$ cat config.mk
export PLATFORM = sky130hd
export DESIGN_NAME = ils_cell
export DESIGN_NICKNAME = d
export VERILOG_FILES = /design/src/rtl/ils_pkg.sv /design/src/rtl/ils_cell.sv
export SDC_FILE = /design/constraint.sdc
export NUM_CORES = 1
export LEC_CHECK = 0
export CORE_AREA = 2 2 66 68
export CTS_CLUSTER_DIAMETER = 40
export CTS_CLUSTER_SIZE = 12
export DETAILED_ROUTE_END_ITERATION = 7
export DIE_AREA = 0 0 68 70
export DONT_BUFFER_PORTS = 1
export REMOVE_ABC_BUFFERS = 1
export SYNTH_ARGS = -nofsm -noshare
export SYNTH_HDL_FRONTEND = slang
export SYNTH_SLANG_ARGS = --single-unit
$ cat constraint.sdc
create_clock -name clk_i -period 4.8 [get_ports clk_i]
set_clock_uncertainty 0.2 [all_clocks]
set_input_delay 0.24 -clock clk_i [delete_from_list [all_inputs] [get_ports clk_i]]
set_output_delay 0.24 -clock clk_i [all_outputs]
set_load 0.02 [all_outputs]
$ cat src/rtl/ils_pkg.sv
// Package for the indexed list store: operation and status codes, field widths,
// the per-cell control struct and the sequencer state type. No dependencies.
package ils_pkg;

  localparam int FUNC_W = 3;
  localparam int POS_W  = 7;
  localparam int DATA_W = 32;
  localparam int STAT_W = 2;
  localparam int CNT_W  = 7;

  localparam int S_TDATA_W = 48;  // 42 bits of fields, padded to bytes
  localparam int M_TDATA_W = 48;  // 41 bits of fields, padded to bytes

  localparam logic [FUNC_W-1:0] FUNC_GET      = 3'd0;
  localparam logic [FUNC_W-1:0] FUNC_ADD_HEAD = 3'd1;
  localparam logic [FUNC_W-1:0] FUNC_ADD_TAIL = 3'd2;
  localparam logic [FUNC_W-1:0] FUNC_ADD_AT   = 3'd3;
  localparam logic [FUNC_W-1:0] FUNC_DELETE   = 3'd4;

  localparam logic [STAT_W-1:0] STAT_DONE  = 2'd0;
  localparam logic [STAT_W-1:0] STAT_RANGE = 2'd1;
  localparam logic [STAT_W-1:0] STAT_FULL  = 2'd2;

  typedef struct packed {
    logic ins;  // open a slot at the position, load the new value
    logic del;  // close the slot at the position
  } cell_ctrl_t;

  typedef enum logic [2:0] {
    ST_IDLE  = 3'b001,
    ST_EXEC  = 3'b010,
    ST_FINAL = 3'b100
  } state_e;

endpackage

$ cat src/rtl/ils_cell.sv
// One storage cell of the list chain: holds a single entry and shifts it to or
// from its neighbours on insert and delete. Depends on ils_pkg.
module ils_cell #(
  parameter int IDX = 0,
  parameter int PW  = 7,
  parameter int VW  = 32
) (
  input  logic               clk_i,
  input  ils_pkg::cell_ctrl_t ctrl_i,
  input  logic [PW-1:0]      pos_i,
  input  logic [VW-1:0]      new_i,
  input  logic [VW-1:0]      left_i,
  input  logic [VW-1:0]      right_i,
  output logic [VW-1:0]      val_o,
  output logic [VW-1:0]      hit_o
);
  import ils_pkg::*;

  logic [VW-1:0] val_q, val_d;
  logic          is_eq, is_gt;

  assign is_eq = (pos_i == PW'(IDX));
  assign is_gt = (PW'(IDX) > pos_i);

  always_comb begin
    val_d = val_q;
    if (ctrl_i.ins) begin
      if (is_gt) val_d = left_i;
      else if (is_eq) val_d = new_i;
    end else if (ctrl_i.del) begin
      if (is_gt || is_eq) val_d = right_i;
    end
  end

  always_ff @(posedge clk_i) begin
    val_q <= val_d;
  end

  assign val_o = val_q;
  assign hit_o = is_eq ? val_q : '0;

endmodule

==> impl_metrics.tcl <==
set metrics [dict create \
    post_synth_fa_ha_maj_area_fraction 0 \
    synth_top_cell_by_area "edfxtp_1" \
    cp_num_cells 2 \
    powerDensity_nw_per_um2 230 \
    routed-via-count 1330 \
    report.final.hold_viol_count 0 \
    post_cts.repair.setup_buffers 0 \
    port_buffers 0 \
    synth_cell_type_count 12 \
    antenna-diode-count 0 \
    most_area_consuming_cells_after_synthesis "edfxtp_1, mux2_2, nor3_2" \
    synth_top_family_by_area "multiplexers" \
    post-route-period-util 0.466 \
    yosys_register_bits 32 \
    power_frac_comb 0.149 \
    number_of_top_level_pins 170 \
    critical_path.startpoint_type "primary input" \
    drt_pass1_iterations 4 \
    fin_tns_setup_ps 0 \
    grt_antenna_before_repair 0 \
    clock_power_share 0.321 \
    hold_end "val_o[20]" \
    floorplan.core_area_um2 4140 \
    grtUsageTotal 0.179 \
    detail_route.vias_per_cell 5.18 \
    crit_required_ps 4360 \
    detailedPlacementHpwl_um 2540 \
    synth_area_per_inst_um2 13.1 \
    synth.yosys.warnings 0 \
    use_met1 0.177 \
    worst_path_dominant_cell_family "simple AND/OR/NAND/NOR gates" \
    grt_setup_unrepaired "false" \
    placed_cells_incl_taps 185 \
    whs_path_depth 3 \
    grt.busiest_layer "met2" \
    leakagePower_nw 0.920 \
    drt_drc_violations_left 0 \
    grt_max_degree 34 \
    critical_path.slowest_cell "or3_2" \
    tritoncts "built" \
    fmax_mhz 447 \
    routedWlPerCell_um 16.8 \
    clk_pin_slew_worst_paths_ps 60 \
    worst_path_largest_cell_delay_ps 860 \
    clock-sinks 32 \
    p_sw_frac 0.197 \
    die_width_um 68 \
    gp_congestion 0.628 \
    final_nets 310 \
    initial_utilization 0.455 \
    layout-drive-gt1-share 0.346 \
    multi_input_comb_area_um2 703 \
    worst_slew_pin_slew_ps 940 \
    die_h_um 70 \
    critical_path_buf_inv_count 0 \
    seq_area_um2 961 \
    post_synth_mux_area_share 0.191 \
    mapped_area_um2 1890 \
    num_rows 24 \
    drv.max_cap_violation_count 0 \
    dr.first_iter.drc_count 37 \
    grt.overflow.total 0 \
    report.final.slew_viol_count 0 \
    met3_usage 0.0692 \
    antenna_left 0 \
    clock_tree.htree_level_count 2 \
    first_global_vias 1386 \
    synth.yosys.seq_area_share 0.509 \
    post_layout_nonfiller_instances 257 \
    gr-usage-met2 0.328 \
    finalWorstPathRequiredPeriod_ps 2240 \
    route.final.wire_length_um 4310 \
    criticalPathCategory "in2out" \
    synth_xor_xnor_area_share 0 \
    timing.critical_path.cells "or3_2, nor3_1" \
    postLayoutCoreUtil 0.622 \
    cts_max_path_buffers 2 \
    slew_headroom 0.373 \
    worstHoldStart "ctrl_i[0]" \
    power_switching_mw 0.117 \
    post_synth_inst_count 144 \
    grt_first_pass_wirelength_um 6310 \
    num-fill-cells 316 \
    setup.worst_path.start "pos_i[3]" \
    area_delta_synth_final_pct 36.6 \
    floorplan.die_area_um2 4760 \
    worstSetupEndpointType "output port" \
    synth_simple_gate_area_share 0.178 \
    yosysTopAreaCellShare 0.509 \
    internal_power_mw 0.476 \
    setup_viol 0 \
    cts_made_buffers 5 \
    highest_fanout_seen_on_the_critical_path 33 \
    run_status "complete, no violations" \
    cp.arrival_ps 1800 \
    synth_compound_gate_area_share 0 \
    clock-root-buffer "clkbuf_8" \
    timing.hold.worst.class "in2reg" \
    flip_flop_count_of_the_largest_register_after_layout 32 \
    irDropWorstVdd_v 0.000169 \
    seqPwrFrac 0.530 \
]
==> logic make-up after synthesis <==
| group | count (synthesis) |
|---|---|
| DFF | 32 |
| and+or+nand+nor | 36 |
| muxes | 32 |
| buffers and inverters | 44 |
==> layout make-up <==
class                           count  share of cell area
Sequential cell                    32               0.373
Multi-Input combinational cell     68               0.273
Timing Repair Buffer               65               0.251
Inverter                           32              0.0466
Clock buffer                        7              0.0296
Tap cell                           52              0.0252
Clock inverter                      1             0.00146
==> cells in the mapped netlist (all sizes together) <==
| library cell | instances |
|---|---|
| inv | 32 |
| nor3 | 33 |
| nor2 | 1 |
| edfxtp | 32 |
| or3 | 1 |
| buf | 10 |
| mux2 | 32 |
| clkbuf | 2 |
| or4 | 1 |
==> cells in the final DEF, fill, tap and decap left out <==
cell and instances:
clkbuf_1 2, dlygate4sd3_1 64, or4_4 1, or3_2 1
clkbuf_8 5, clkinv_1 1, edfxtp_1 32, inv_1 32
nor3_2 31, mux2_2 32, buf_4 1, nor3_1 2
nor2_1 1
==> layer usage <==
layer | vias up | part of all wire | wire [um]
li1 | 609 | - | -
met1 | 632 | 0.33 | 1420
met2 | 81 | 0.56 | 2430
met3 | 8 | 0.088 | 380
met4 | 0 | 0.018 | 78
met5 | - | 0 | 0
==> how the worst max path moves through the flow <==
stage                            to  slack [ps]
after floorplan            val_o[0]         580
after global placement     val_o[3]        2470
after detailed placement   val_o[1]        2430
after CTS                 hit_o[31]        2560
after global routing      hit_o[31]        2500
final                     hit_o[31]        2560
==> power groups by stage <==
stage / logic (mW) / clock network [mW] / registers (mW)
2_1_floorplan: 0.0322 / 0 / 0.320
3_3_place_gp: 0.0361 / 0 / 0.320
3_5_place_dp: 0.0379 / 0 / 0.320
4_1_cts: 0.0867 / 0.199 / 0.314
5_1_grt: 0.0945 / 0.211 / 0.314
6_report: 0.0883 / 0.190 / 0.314
==> timing repair <==
item	4_1_cts	5_1_grt
hold buffers	64	0
gates resized for setup	0	0
hold endpoints to repair	32	0
==> stage by stage <==
| step | hold WS [ps] | setup slack, ps | total power [mW] | instance area (um^2) |
|---|---|---|---|---|
| 2_1_floorplan | 260 | 584 | 0.352 | 1780 |
| 3_3_place_gp | 261 | 2470 | 0.356 | 1860 |
| 3_5_place_dp | 264 | 2430 | 0.358 | 1860 |
| 4_1_cts | 386 | 2560 | 0.600 | 2580 |
| 5_1_grt | 424 | 2500 | 0.620 | 2580 |
| 6_report | 388 | 2560 | 0.592 | 2580 |
Power figures use the tool's default switching activity.
